===== config.mk =====
export PLATFORM = sky130hd
export DESIGN_NAME = exps_seq
export DESIGN_NICKNAME = d
export VERILOG_FILES = /design/src/hw/rtl/assert_macros.svh /design/src/hw/rtl/exps_pkg.sv /design/src/hw/rtl/exps_seq.sv
export SDC_FILE = /design/constraint.sdc
export NUM_CORES = 1
export LEC_CHECK = 0
export BUFFER_PORTS_ARGS = -buffer_cell sky130_fd_sc_hd__buf_2
export CORE_MARGIN = 2
export CORE_UTILIZATION = 40
export DETAILED_ROUTE_END_ITERATION = 16
export SYNTH_ARGS = -nofsm -noshare
export SYNTH_HDL_FRONTEND = slang
export SYNTH_SLANG_ARGS = --single-unit

===== constraint.sdc =====
create_clock -name i_clk -period 4.4 [get_ports i_clk]
set_input_delay 0.44 -clock i_clk [delete_from_list [all_inputs] [get_ports i_clk]]
set_output_delay 0.44 -clock i_clk [all_outputs]
set_load 0.03 [all_outputs]

===== src/hw/rtl/assert_macros.svh =====
// Assertion macros shared by the RTL.
// No dependencies; compiled out when SYNTH is defined.
`ifndef ASSERT_MACROS_SVH
`define ASSERT_MACROS_SVH
`ifndef SYNTH
`define EXPS_ASSERT(label, clk, rst_n, prop, msg) \
    label: assert property (@(posedge clk) disable iff (!rst_n) prop) else $error(msg);
`define EXPS_ASSERT_NEVER(label, clk, rst_n, cond, msg) \
    label: assert property (@(posedge clk) disable iff (!rst_n) !(cond)) else $error(msg);
`else
`define EXPS_ASSERT(label, clk, rst_n, prop, msg)
`define EXPS_ASSERT_NEVER(label, clk, rst_n, cond, msg)
`endif
`endif


===== src/hw/rtl/exps_pkg.sv =====
// Shared types and codes for the exponential search block.
// No dependencies.
package exps_pkg;

    localparam int unsigned KEY_W   = 32;
    localparam int unsigned ADDR_W  = 10;
    localparam int unsigned COUNT_W = 11;

    localparam logic OP_WRITE  = 1'b0;
    localparam logic OP_SEARCH = 1'b1;

    typedef enum logic [2:0] {
        ST_IDLE,
        ST_CHK0,
        ST_DBL,
        ST_RANGE,
        ST_BIN,
        ST_BCMP,
        ST_DONE
    } t_state;

    typedef struct packed {
        logic busy;
        logic done;
    } t_exps_status;

endpackage


===== src/hw/rtl/exps_seq.sv =====
// Search sequencer: count register, probe FSM and the result register.
// Depends on exps_pkg; drives the ports of exps_mem.
module exps_seq
    import exps_pkg::*;
#(
    parameter int unsigned TABLE_DEPTH = 1024,
    localparam int unsigned AW = $clog2(TABLE_DEPTH)
) (
    input  logic                i_clk,
    input  logic                i_rst_n,
    input  logic                i_cfg_valid,
    input  logic [COUNT_W-1:0]  i_cfg_data,
    input  logic                i_valid,
    output logic                o_stall,
    input  logic                i_op,
    input  logic [ADDR_W-1:0]   i_entry_address,
    input  logic [KEY_W-1:0]    i_write_value,
    input  logic [KEY_W-1:0]    i_search_key,
    output logic                o_valid,
    input  logic                i_stall,
    output logic                o_found,
    output logic [ADDR_W-1:0]   o_position,
    output logic                o_mem_we,
    output logic [AW-1:0]       o_mem_waddr,
    output logic [KEY_W-1:0]    o_mem_wdata,
    output logic                o_mem_re,
    output logic [AW-1:0]       o_mem_raddr,
    input  logic [KEY_W-1:0]    i_mem_rdata,
    output t_exps_status        o_status
);

    // index width: doubling may reach twice the last position
    localparam int unsigned IW  = AW + 1;
    localparam int unsigned CXW = (IW > COUNT_W) ? IW : COUNT_W;
    localparam int unsigned PXW = (IW > ADDR_W) ? IW : ADDR_W;

    t_state              r_state, n_state;
    logic [COUNT_W-1:0]  r_entry_count;
    logic [KEY_W-1:0]    r_key, n_key;
    logic [IW-1:0]       r_n, n_n;
    logic [IW-1:0]       r_i, n_i;
    logic [IW-1:0]       r_lo, n_lo;
    logic [IW-1:0]       r_hi, n_hi;
    logic                r_hit, n_hit;
    logic [IW-1:0]       r_pos, n_pos;
    logic                r_out_valid, n_out_valid;
    logic                r_out_found, n_out_found;
    logic [ADDR_W-1:0]   r_out_pos, n_out_pos;

    logic                accept;
    logic [IW-1:0]       eff_n;
    logic [IW-1:0]       i_dbl;
    logic [IW-1:0]       hi_lim;
    logic [IW-1:0]       mid;
    logic signed [KEY_W-1:0] rd_s, key_s;
    logic                out_free;

    assign o_stall  = (r_state != ST_IDLE);
    assign accept   = i_valid && !o_stall;
    assign out_free = !r_out_valid || !i_stall;

    assign eff_n = (CXW'(r_entry_count) > CXW'(TABLE_DEPTH)) ? IW'(TABLE_DEPTH)
                                                             : IW'(r_entry_count);
    assign i_dbl  = IW'({r_i, 1'b0});
    assign hi_lim = ((r_i - IW'(1)) > (r_n - IW'(1))) ? (r_n - IW'(1)) : (r_i - IW'(1));
    assign mid    = r_lo + ((r_hi - r_lo) >> 1);
    assign rd_s   = $signed(i_mem_rdata);
    assign key_s  = $signed(r_key);

    assign o_mem_waddr = AW'(i_entry_address);
    assign o_mem_wdata = i_write_value;

    always_ff @(posedge i_clk) begin
        if (!i_rst_n) begin
            r_state       <= ST_IDLE;
            r_entry_count <= '0;
            r_out_valid   <= 1'b0;
        end else begin
            r_state     <= n_state;
            r_out_valid <= n_out_valid;
            if (i_cfg_valid) begin
                r_entry_count <= i_cfg_data;
            end
        end
    end

    always_ff @(posedge i_clk) begin
        r_key       <= n_key;
        r_n         <= n_n;
        r_i         <= n_i;
        r_lo        <= n_lo;
        r_hi        <= n_hi;
        r_hit       <= n_hit;
        r_pos       <= n_pos;
        r_out_found <= n_out_found;
        r_out_pos   <= n_out_pos;
    end

    always_comb begin
        n_state     = r_state;
        n_key       = r_key;
        n_n         = r_n;
        n_i         = r_i;
        n_lo        = r_lo;
        n_hi        = r_hi;
        n_hit       = r_hit;
        n_pos       = r_pos;
        n_out_valid = r_out_valid && i_stall;
        n_out_found = r_out_found;
        n_out_pos   = r_out_pos;
        o_mem_we    = 1'b0;
        o_mem_re    = 1'b0;
        o_mem_raddr = '0;

        case (r_state)
            ST_IDLE: begin
                if (accept) begin
                    if (i_op == OP_WRITE) begin
                        o_mem_we = PXW'(i_entry_address) < PXW'(TABLE_DEPTH);
                    end else begin
                        n_key = i_search_key;
                        n_n   = eff_n;
                        n_hit = 1'b0;
                        n_pos = '0;
                        if (eff_n == '0) begin
                            n_state = ST_DONE;
                        end else begin
                            o_mem_re = 1'b1;
                            n_state  = ST_CHK0;
                        end
                    end
                end
            end
            ST_CHK0: begin
                if (rd_s == key_s) begin
                    n_hit   = 1'b1;
                    n_state = ST_DONE;
                end else begin
                    n_i = IW'(1);
                    if (IW'(1) < r_n) begin
                        o_mem_re    = 1'b1;
                        o_mem_raddr = AW'(1);
                        n_state     = ST_DBL;
                    end else begin
                        n_state = ST_RANGE;
                    end
                end
            end
            ST_DBL: begin
                // word at r_i is in; r_i < r_n holds here
                if (rd_s < key_s) begin
                    n_i = i_dbl;
                    if (i_dbl < r_n) begin
                        o_mem_re    = 1'b1;
                        o_mem_raddr = AW'(i_dbl);
                    end else begin
                        n_state = ST_RANGE;
                    end
                end else if (rd_s == key_s) begin
                    n_hit   = 1'b1;
                    n_pos   = r_i;
                    n_state = ST_DONE;
                end else begin
                    n_state = ST_RANGE;
                end
            end
            ST_RANGE: begin
                n_lo    = (r_i >> 1) + IW'(1);
                n_hi    = hi_lim;
                n_state = ST_BIN;
            end
            ST_BIN: begin
                if (r_lo > r_hi) begin
                    n_state = ST_DONE;
                end else begin
                    o_mem_re    = 1'b1;
                    o_mem_raddr = AW'(mid);
                    n_i         = mid;
                    n_state     = ST_BCMP;
                end
            end
            ST_BCMP: begin
                // mid >= 1, so mid - 1 never wraps
                if (rd_s == key_s) begin
                    n_hit   = 1'b1;
                    n_pos   = r_i;
                    n_state = ST_DONE;
                end else if (rd_s < key_s) begin
                    n_lo    = r_i + IW'(1);
                    n_state = ST_BIN;
                end else begin
                    n_hi    = r_i - IW'(1);
                    n_state = ST_BIN;
                end
            end
            ST_DONE: begin
                if (out_free) begin
                    n_out_valid = 1'b1;
                    n_out_found = r_hit;
                    n_out_pos   = r_hit ? ADDR_W'(r_pos) : '0;
                    n_state     = ST_IDLE;
                end
            end
            default: begin
                n_state = ST_IDLE;
            end
        endcase
    end

    assign o_valid    = r_out_valid;
    assign o_found    = r_out_found;
    assign o_position = r_out_pos;

    assign o_status.busy = (r_state != ST_IDLE);
    assign o_status.done = (r_state == ST_DONE);

endmodule


==> metrics.md, run 1 <==
| Metric | Value |
|---|---|
| Vias | `5,709` |
| DRT antenna net count | `0` |
| Register-to-Register Setup Slack | `0.96 ns` |
| Number of DRC markers in iteration 0 | `roughly 300` |
| Yosys warns | `0` |
| Number of synthesized flops with an enable pin | `between 90 and 100` |
| Mapped Area | `7810 sq um` |
| Yosys cell types | `62` |
| Post-synthesis sequential area ratio | `0.415` |
| Drt total wl | `17,400 um` |
| Synth top area cells | `edfxtp_1 38%, ha_1 12%, nand2_1 4.4%` |
| CP arrival | `approximately 3.6 ns` |
| Total CTS buffers | `17` |
| Crit Path Category | `reg -> out` |
| Max Buffers Root-to-Sink | `2` |
| # nets final | `1,082` |
| Setup bufs post-CTS | `0` |
| Layout cell share with drive strength beyond 1 | `0.189` |
| Synth area leader | `edfxtp_1` |
| LEAKAGE | `3.92 nW` |
| Final Setup Violations | `0` |
| Status | `finished clean` |
| Min Tclk post-route | `4.07 ns` |
| Hold Crit Start | `i_search_key[23]` |
| RR Endpoint | `r_hi[2]` |
| Reg clk slew, reported paths | `~0.06 ns` |
| GRT Residual Overflow | `0` |
| Setup Total Neg Slack | `0 ns` |
| CP Launch Type | `flop` |
| Vias in the first global route | `between 5,000 and 6,000` |
| Fin crit share | `0.925` |
| Adder-Cell Fraction of Synth Area | `0.130` |
| Util after Layout | `0.461` |
| Die area | `just over 20,000 sq um` |
| Mapped Nets | `just over 1,000` |
| Starting Density | `0.404` |
| Place WS | `0.614 ns` |
| Area delta synth->final | `14.1%` |
| CP required | `3.96 ns` |
| P per Cell Area | `404 nW/um^2` |
| Clock Skew | `0.0106 ns` |
| Gp weighted congestion | `just over 0.8` |
| F_max | `0.246 GHz` |
| Clk sinks | `113` |
| Hold Path End | `key_s[23]` |
| Crit Path Max Fanout | `4` |
| # DRC | `0` |
| Largest family of logic cells by synthesized area | `simple AND/OR/NAND/NOR gates` |
| Main flop type after synthesis | `edfxtp_1` |
| Htree depth | `4` |
| Share of flip-flops with an asynchronous set or reset | `0` |
| Chip height | `144 um` |
| Worst Setup End Kind | `output pin` |
| Input/output buffers | `~110` |
| Post-Syn Instances | `between 800 and 900` |
| Max IR drop VDD | `0.228 mV` |
| Mux cell area share after synthesis | `0.0295` |
| Hold Path Class | `in -> reg` |
| Core Rows | `between 50 and 60` |
| Die X | `144 um` |
| Placeable Area | `19,300 sq um` |
| R2R cell count | `12` |
| Post-DP HPWL | `13,400 um` |
| All-layer global routing usage | `0.178` |
| Post-synth top area share | `0.377` |
| Slew Limit Headroom | `0.203` |
| Crit Reg-Reg Startpoint | `r_i[4]` |
| Final worst slack | `0.331 ns` |
| Synthesized flop and latch total | `113` |
| Drt pass-1 iters | `4` |
| Worst-margin pin slew | `around 1.2 ns` |
| Max-slew violation total from the final report | `0` |
| DR WL/cell | `15.1 um` |
| Worst Hold Path Cells | `1` |
| # diodes | `0` |
| Max-Cap Viols | `0` |
| XOR/XNOR share of the synthesized area | `0.0449` |
| Largest net degree at the start of global routing | `44` |
| Drt via density | `4.93` |
| Clk Tree Root Cell | `clkbuf_16` |
| Initial antenna violation count | `0` |
| Compound-gate portion of the synthesized area | `0.123` |
| Unrepaired setup endpoints after global routing | `false` |
| # IOs | `192` |
| Syn avg cell area | `9.62 sq um` |
| Clk Latency, worst-skew pair | `approximately 0.42 ns` |
| Final Hold Fails | `0` |
| Synth Area in Simple Gates | `0.164` |
| CTS tree | `built` |
| First-pass GRT wire length | `28,400 um` |
[state kept, by name (all words and copies together), names as in the netlist]
| register | cells |
|---|---|
| key_s | 32 |
| o_found | 1 |
| o_position | 10 |
| o_valid | 1 |
| r_entry_count | 11 |
| r_hi | 11 |
| r_hit | 1 |
| r_i | 11 |
| r_lo | 11 |
| r_n | 11 |
| r_pos | 10 |
| r_state | 3 |
[final cells by class]
type | count | area (sq um)
Inverter | 80 | 300
Clock buffer | 20 | 468
Sequential cell | 113 | 3240
Multi-Input combinational cell | 547 | 3850
Clock inverter | 12 | 80.1
Fill cell | 1840 | 10400
Timing Repair Buffer | 120 | 638
Tap cell | 265 | 332
[critical path, cell delays in order, from the launching register on]
cell,delay [ns]
edfxtp_1,0.41
inv_1,0.10
ha_1,0.28
nand2_1,0.05
o21ai_1,0.38
xor2_1,0.23
ha_1,0.28
nor2b_1,0.15
o21ai_0,0.20
a21boi_0,0.12
o21ai_0,0.25
nand2b_1,0.12
xnor2_1,0.15
nor2_1,0.07
a22o_1,0.26
buf_2,0.18
[through the flow]
step | instance area, sq um | std cells | total power [mW] | hold slack (ns)
floorplan | 7810 | 812 | 2.15 | 0.440
global placement | 8350 | 1125 | 2.35 | 0.499
detailed placement | 8350 | 1125 | 2.36 | 0.506
CTS | 8900 | 1157 | 3.63 | 0.178
global route | 8910 | 1157 | 3.80 | 0.173
finish | 8910 | 1157 | 3.60 | 0.193
[synthesized netlist by cell type (3+ instances only)]
library cell	number
nand2b_1	3
nor2b_1	29
a21oi_1	50
edfxtp_1	98
nor2_1	41
a21o_1	10
buf_1	4
o21ai_0	27
buf_4	43
and4_1	4
clkbuf_1	23
and2_1	14
nor3b_1	3
nor4_1	6
a31oi_1	3
o21a_1	4
inv_1	79
o21ai_1	3
a211oi_1	9
nand3_1	20
xor2_1	12
nor3_1	17
or3_1	7
nand2_1	91
mux2i_1	23
dfxtp_1	15
o211ai_1	10
xnor2_1	28
a21boi_0	6
ha_1	78
nand4_1	13
[cells in the final DEF (no fill, tap or decap), types with 12 or more instances in the layout]
cell,count
dfxtp_1,15
xor2_1,12
mux2i_1,23
nand3_1,20
nand4_1,13
nor2_1,40
buf_2,105
nand2_1,91
edfxtp_1,98
inv_1,79
a21oi_1,50
clkbuf_16,18
and2_1,14
nor3_1,17
xnor2_1,28
ha_1,78
nor2b_1,29
buf_4,15
o21ai_0,23
[power by group]
part / total (mW) / switching [mW] / internal (mW)
Sequential: 1.43 / 0.0936 / 1.33
Clock: 1.26 / 0.496 / 0.767
Combinational: 0.915 / 0.545 / 0.370
[logic make-up (layout without fill, tap and decap cells)]
family	count (synthesis)	in the layout
simple gates	258	258
xor+xnor	40	40
flops	113	113
mux	23	23
fa+ha+maj	80	80
compound gates	146	146
buf+inv	152	232
[timing repair]
action                                  in CTS  in global routing
hold buffers                                 0                  0
gates resized for setup                      0                  8
endpoints found under the setup margin       0                  3
[metal layers]
| metal | track usage | vias up | wire [um] |
|---|---|---|---|
| met1 | 0.227 | 2594 | 8070 |
| met2 | 0.291 | 142 | 8140 |
| met3 | 0.0490 | 19 | 996 |
| met4 | 0.0624 | 0 | 206 |
| met5 | 0 | - | 0 |
| li1 | - | 2954 | - |
[worst max-delay path by stage]
stage / start / endpoint / slack (ns) / depth (start not counted)
finish: r_lo[1] / o_mem_raddr[6] / 0.33 / 15
global route: r_lo[0] / o_mem_raddr[8] / 0.03 / 17
CTS: r_lo[0] / o_mem_raddr[9] / 0.14 / 16
detailed placement: r_lo[0] / o_mem_raddr[9] / 0.61 / 16
global placement: r_lo[0] / o_mem_raddr[9] / 0.61 / 16
floorplan: r_lo[0] / o_mem_raddr[9] / 0.55 / 15
Note: power is estimated with default switching activity, not from simulation.
==> run 2: changes to the inputs <==
--- a/config.mk
+++ b/config.mk
@@ -9,6 +9,7 @@
 export CORE_MARGIN = 2
 export CORE_UTILIZATION = 40
 export DETAILED_ROUTE_END_ITERATION = 16
+export PLACE_DENSITY = 0.63
 export SYNTH_ARGS = -nofsm -noshare
 export SYNTH_HDL_FRONTEND = slang
 export SYNTH_SLANG_ARGS = --single-unit
==> run 2 against run 1 <==
Net effect:
- clock power is essentially flat
- design area is essentially flat
- combinational power grew 1%
- critical path type unchanged
- critical endpoint is now o_mem_raddr[8]
==> metrics.md, run 2 (synthesis gave the netlist of run 1 again) <==
| Metric | Value |
|---|---|
| Status | `finished clean (unchanged)` |
| Chip height | `144 um (unchanged)` |
| Die area | `20,700 sq um (unchanged)` |
| Die X | `144 um (unchanged)` |
| Drt total wl | `18,000 um (was 17,400 um)` |
| Largest register FFs | `32 (unchanged)` |
| Max-slew violation total from the final report | `0 (unchanged)` |
| CP required | `3.96 ns (about the same)` |
| Crit Reg-Reg Startpoint | `r_i[4] (unchanged)` |
| Largest net degree at the start of global routing | `44 (unchanged)` |
| R2R cell count | `11 (was 12)` |
| Gp weighted congestion | `0.887 (was 0.815)` |
| Worst Hold Path Cells | `1 (unchanged)` |
| Vias | `5,890 (was 5,709)` |
| Pwr Total | `3.59 mW (was 3.60 mW)` |
| Layout cell share with drive strength beyond 1 | `0.191 (was 0.189)` |
| Clock Skew | `0.00953 ns (was 0.0106 ns)` |
| Crit Path Category | `reg -> out (unchanged)` |
| # hold bufs at CTS | `0 (unchanged)` |
| P per Cell Area | `404 nW/um^2 (about the same)` |
| CP Launch Type | `flop (unchanged)` |
| Worst-margin pin slew | `1.18 ns (was 1.19 ns)` |
| Post-DP HPWL | `13,900 um (was 13,400 um)` |
| All-layer global routing usage | `0.184 (was 0.178)` |
| # DRC | `0 (unchanged)` |
| Area delta synth->final | `14.0% (was 14.1%)` |
| Final Setup Violations | `0 (unchanged)` |
| Htree depth | `4 (unchanged)` |
| DRT antenna net count | `0 (unchanged)` |
| Area after DPL | `8360 sq um (was 8350 sq um)` |
| Fin crit share | `0.926 (was 0.925)` |
| LEAKAGE | `3.92 nW (about the same)` |
| Core Rows | `51 (unchanged)` |
| # IOs | `192 (unchanged)` |
| Worst Setup End Kind | `output pin (unchanged)` |
| Hold Path Class | `in -> reg (unchanged)` |
| RR Endpoint | `r_hi[8] (was r_hi[2])` |
| Max-Cap Viols | `0 (unchanged)` |
| Reg clk slew, reported paths | `0.05 ns (was 0.06 ns)` |
| Area of the multi-input gates | `3850 sq um (about the same)` |
| Max IR drop VDD | `0.234 mV (was 0.228 mV)` |
| Max Buffers Root-to-Sink | `2 (unchanged)` |
| Placeable Area | `19,300 sq um (unchanged)` |
| Setup Total Neg Slack | `0 ns (unchanged)` |
| Clk Latency, worst-skew pair | `0.42 ns (about the same)` |
| Register-to-Register Setup Slack | `0.78 ns (was 0.96 ns)` |
| Fillers | `1,820 (was 1,840)` |
| Hold Path End | `key_s[2] (was key_s[23])` |
| Clk Tree Root Cell | `clkbuf_16 (unchanged)` |
| # diodes | `0 (unchanged)` |
| # nets final | `1,083 (was 1,082)` |
| Drt pass-1 iters | `4 (unchanged)` |
| Final Hold Fails | `0 (unchanged)` |
| CTS tree | `built (unchanged)` |
| F_max | `0.245 GHz (was 0.246 GHz)` |
| Clk sinks | `113 (unchanged)` |
| Commonest non-fill, non-tap cells in the layout | `105 x buf_2, 98 x edfxtp_1, 91 x nand2_1 (unchanged)` |
| Most common cell after layout, fill and taps aside | `buf_2 (unchanged)` |
| Util after Layout | `0.461 (about the same)` |
| Input/output buffers | `107 (unchanged)` |
| Register area | `3240 sq um (unchanged)` |
| Unrepaired setup endpoints after global routing | `false (unchanged)` |
| Hold Crit Start | `i_search_key[2] (was i_search_key[23])` |
| GRT Residual Overflow | `0 (unchanged)` |
| Number of DRC markers in iteration 0 | `333 (was 301)` |
| Drt via density | `5.09 (was 4.93)` |
| Vias in the first global route | `5,698 (was 5,752)` |
| CP arrival | `3.64 ns (was 3.63 ns)` |
| Total CTS buffers | `17 (unchanged)` |
| Design area | `8910 sq um (about the same)` |
| Initial antenna violation count | `1 (was 0)` |
| DR WL/cell | `15.6 um (was 15.1 um)` |
| Min Tclk post-route | `4.08 ns (was 4.07 ns)` |
| Starting Density | `0.404 (unchanged)` |
| First-pass GRT wire length | `28,900 um (was 28,400 um)` |
| Crit Path Max Fanout | `2 (was 4)` |
| Slew Limit Headroom | `0.215 (was 0.203)` |
[run 2: area by class of cell]
| type | instances | area share |
|---|---|---|
| clock buffer | 19 | 0.0510 |
| clock inverter | 13 | 0.00899 |
| inverter | 80 | 0.0337 |
| multi-input combinational | 547 | 0.432 |
| sequential | 113 | 0.364 |
| tap | 265 | 0.0372 |
| timing repair buffer | 121 | 0.0725 |
[run 2: routing by layer]
layer  routed length (um)  part of all wire  GRT usage  vias up
li1                     -                 -          -     2958
met1                 7810              0.43      0.231     2705
met2                 8510              0.47      0.299      195
met3                 1270             0.071     0.0546       32
met4                  416             0.023     0.0697        0
met5                    0                 0          0        -
[run 2: worst max path at each step]
| stage | slack (ns) | end | depth (start not counted) | startpoint |
|---|---|---|---|---|
| final | 0.32 | o_mem_raddr[8] | 15 | r_hi[0] |
| after global routing | 0.03 | o_mem_raddr[8] | 17 | r_lo[0] |
| after CTS | 0.08 | o_mem_raddr[9] | 16 | r_lo[0] |
| after detailed placement | 0.58 | o_mem_raddr[9] | 16 | r_lo[0] |
| after global placement | 0.60 | o_mem_raddr[9] | 16 | r_lo[0] |
| after floorplan | 0.55 | o_mem_raddr[9] | 15 | r_lo[0] |
[run 2: what timing repair did]
action	4_1_cts	5_1_grt
buffers inserted	0	0
gates resized for setup	0	9
endpoints found under the setup margin	0	3
[run 2: through the flow]
stage          std cells  hold slack, ns  worst slack [ns]
2_1_floorplan        812           0.440             0.546
3_3_place_gp        1126           0.525             0.598
3_5_place_dp        1126           0.531             0.580
4_1_cts             1158           0.169            0.0778
5_1_grt             1158           0.171            0.0325
6_report            1158           0.193             0.324
[run 2: report_power, final]
group | switching, mW | total [mW] | internal (mW)
registers | 0.0876 | 1.42 | 1.33
clock network | 0.498 | 1.25 | 0.749
logic | 0.556 | 0.928 | 0.372
[run 2: worst max-delay path: stages (launching register included)]
cell and delay [ns]:
edfxtp_1 0.38, nor2b_2 0.18, fa_2 0.45, inv_1 0.06, ha_1 0.17, inv_1 0.06
fa_1 0.40, nor2b_1 0.17, o21ai_0 0.13, a21boi_0 0.20, o21ai_0 0.15, a21oi_1 0.23
xor2_1 0.20, nand2_1 0.10, o21ai_1 0.15, buf_4 0.18
==> run 3: changes to the inputs <==
--- a/config.mk
+++ b/config.mk
@@ -6,10 +6,12 @@
 export NUM_CORES = 1
 export LEC_CHECK = 0
 export BUFFER_PORTS_ARGS = -buffer_cell sky130_fd_sc_hd__buf_2
+export CAP_MARGIN = 30
 export CORE_MARGIN = 2
 export CORE_UTILIZATION = 40
 export DETAILED_ROUTE_END_ITERATION = 16
 export PLACE_DENSITY = 0.63
+export REMOVE_ABC_BUFFERS = 1
 export SYNTH_ARGS = -nofsm -noshare
 export SYNTH_HDL_FRONTEND = slang
 export SYNTH_SLANG_ARGS = --single-unit
==> run 3 against run 2 <==
Net effect:
- design area is 0.97% higher
- combinational power decreased by 0.6%
- non-clock buffer count up 2
- cell count increased by 0.17%
- die area unchanged
- setup slack got worse by 0.0047 ns
- count of clock-buffer cells in the layout up 6
- clock power up 11%
- via count grew 1.7%
- routed wire length increased by 8.3%
- critical endpoint is now o_mem_raddr[9]
==> metrics.md, run 3 (synthesis gave the netlist of run 1 again) <==
| Metric | Value |
|---|---|
| Number of DRC markers in iteration 0 | `463 (was 333)` |
| LEAKAGE | `3.96 nW (was 3.92 nW)` |
| Starting Density | `0.404 (unchanged)` |
| Hold Crit Start | `i_search_key[23] (was i_search_key[2])` |
| Post-DP HPWL | `15,200 um (was 13,900 um)` |
| Final Setup Violations | `0 (unchanged)` |
| Clk sinks | `113 (unchanged)` |
| Max-slew violation total from the final report | `0 (unchanged)` |
| Fin crit share | `0.927 (was 0.926)` |
| Layout cell share with drive strength beyond 1 | `0.191 (about the same)` |
| Crit Path Max Fanout | `3 (was 2)` |
| CP arrival | `3.64 ns (about the same)` |
| Die X | `144 um (unchanged)` |
| Max IR drop VDD | `0.336 mV (was 0.234 mV)` |
| P per Cell Area | `415 nW/um^2 (was 404 nW/um^2)` |
| Vias in the first global route | `5,624 (was 5,698)` |
| Area of the multi-input gates | `3850 sq um (about the same)` |
| Worst-margin pin slew | `1.03 ns (was 1.18 ns)` |
| Clock Skew | `0.00951 ns (was 0.00953 ns)` |
| Crit Reg-Reg Startpoint | `r_i[4] (unchanged)` |
| Reg clk slew, reported paths | `0.05 ns (about the same)` |
| # IOs | `192 (unchanged)` |
| Setup bufs post-CTS | `0 (unchanged)` |
| Most common cell after layout, fill and taps aside | `buf_2 (unchanged)` |
| DRT antenna net count | `0 (unchanged)` |
| Setup Total Neg Slack | `0 ns (unchanged)` |
| Slew Limit Headroom | `0.311 (was 0.215)` |
| Hold Path Class | `in -> reg (unchanged)` |
| Core Rows | `51 (unchanged)` |
| Worst hold margin | `0.192 ns (was 0.193 ns)` |
| Max-Cap Viols | `0 (unchanged)` |
| Area delta synth->final | `15.1% (was 14.0%)` |
| GRT Residual Overflow | `0 (unchanged)` |
| Unrepaired setup endpoints after global routing | `false (unchanged)` |
| # diodes | `0 (unchanged)` |
| Placeable Area | `19,300 sq um (unchanged)` |
| Worst Setup End Kind | `output pin (unchanged)` |
| Largest register FFs | `32 (unchanged)` |
| Final Hold Fails | `0 (unchanged)` |
| Crit path cell chain | `nor2b_2, fa_1, nor2b_1, o21ai_0, a21boi_1, o21ai_0, nand2_1, xor2_1, ha_1, or3_1, o211ai_1, o21ai_0, xor2_1, nand2_1, o21ai_0, buf_4 (was nor2b_2, fa_2, inv_1, ha_1, inv_1, fa_1, nor2b_1, o21ai_0, a21boi_0, o21ai_0, a21oi_1, xor2_1, nand2_1, o21ai_1, buf_4)` |
| First-pass GRT wire length | `30,100 um (was 28,900 um)` |
| Slowest stage delay, CP | `0.40 ns (was 0.45 ns)` |
| Clk Latency, worst-skew pair | `0.42 ns (about the same)` |
| Initial antenna violation count | `1 (unchanged)` |
| Drt pass-1 iters | `5 (was 4)` |
| Max Buffers Root-to-Sink | `2 (unchanged)` |
| Die area | `20,700 sq um (unchanged)` |
| CTS tree | `built (unchanged)` |
| Crit path from | `r_lo[0] (was r_hi[0])` |
| CP Launch Type | `flop (unchanged)` |
| Most frequent CP cell | `o21ai_0` |
| F_max | `0.245 GHz (about the same)` |
| Htree depth | `4 (unchanged)` |
| CP required | `3.96 ns (about the same)` |
| Input/output buffers | `107 (unchanged)` |
| Drt via density | `5.16 (was 5.09)` |
| Min Tclk post-route | `4.08 ns (about the same)` |
| Fillers | `1,814 (was 1,820)` |
| Status | `finished clean (unchanged)` |
| Gp weighted congestion | `0.863 (was 0.887)` |
| Crit Path Category | `reg -> out (unchanged)` |
| All-layer global routing usage | `0.196 (was 0.184)` |
| Register area | `3240 sq um (unchanged)` |
| Chip height | `144 um (unchanged)` |
| Commonest non-fill, non-tap cells in the layout | `105 x buf_2, 98 x edfxtp_1, 91 x nand2_1 (unchanged)` |
| Slowest cell on crit path | `fa_1 (was fa_2)` |
| Vias | `5,989 (was 5,890)` |
| Clk Tree Root Cell | `clkbuf_16 (unchanged)` |
| Drt total wl | `19,500 um (was 18,000 um)` |
| Total CTS buffers | `17 (unchanged)` |
| Largest net degree at the start of global routing | `24 (was 44)` |
| # nets final | `1,085 (was 1,083)` |
| DR WL/cell | `16.8 um (was 15.6 um)` |
| # DRC | `0 (unchanged)` |
## run 3: changes by cell type in the layout (fill, tap and decap cells not counted), moves of 2 or more
cell / change
o21ai_0: +3
clkinv_2: -2
buf_4: +2
o21ai_1: -3
clkbuf_8: +4
inv_4: -6
## run 3: where the power goes
part           internal (mW)  leakage [nW]  switching, mW
logic                  0.373          2.62          0.549
registers               1.33          1.04         0.0869
clock network          0.902         0.300          0.487
total                   2.61          3.96           1.12
## run 3: area by class of cell
type                       count  area share
clock buffer                  25      0.0598
clock inverter                 7     0.00779
inverter                      80      0.0334
multi-input combinational    547       0.428
sequential                   113       0.361
tap                          265      0.0369
timing repair buffer         123      0.0735
## run 3: worst paths after layout
kind         cells after the start  slack (ns)                to
min                              1        0.19         key_s[23]
max                             16        0.32    o_mem_raddr[9]
min reg2reg                      2        0.53  r_entry_count[7]
max reg2reg                     11        0.72           r_hi[6]
## run 3: what timing repair did
item                                    4_1_cts  5_1_grt
gates resized for setup                       0        5
endpoints found under the setup margin        0        3
hold buffers                                  0        0
## run 3: through the flow
| stage | setup WS [ns] | std cells | util | cell area, sq um | total power, mW |
|---|---|---|---|---|---|
| 4_1_cts | 0.158 | 1159 | 0.464 | 8980 | 3.76 |
| 2_1_floorplan | 0.489 | 740 | - | 7380 | 2.05 |
| 3_3_place_gp | 0.656 | 1127 | 0.433 | 8370 | 2.34 |
| 5_1_grt | 0.0181 | 1160 | 0.465 | 8990 | 3.92 |
| 6_report | 0.320 | 1160 | 0.465 | 8990 | 3.73 |
| 3_5_place_dp | 0.628 | 1127 | 0.433 | 8370 | 2.36 |
## run 3: worst max-delay path: cells and delay by family (launching register included)
| family | cells | cell delay [ns] |
|---|---|---|
| adder cells (fa/ha/maj) | 2 | 0.67 |
| AND/OR/NAND/NOR | 5 | 0.84 |
| flip-flops | 1 | 0.38 |
| XOR/XNOR | 2 | 0.29 |
| buffers and inverters | 1 | 0.18 |
| AO/OA/AOI/OAI | 6 | 0.87 |
## run 3: per-layer routing
metal / wire length [um] / share of wire / up-vias / global-route usage
li1: - / - / 2965 / -
met4: 315 / 0.016 / 6 / 0.0604
met5: 114 / 0.0058 / - / 0.0376
met2: 8250 / 0.42 / 250 / 0.285
met1: 8890 / 0.46 / 2738 / 0.253
met3: 1930 / 0.099 / 30 / 0.0940
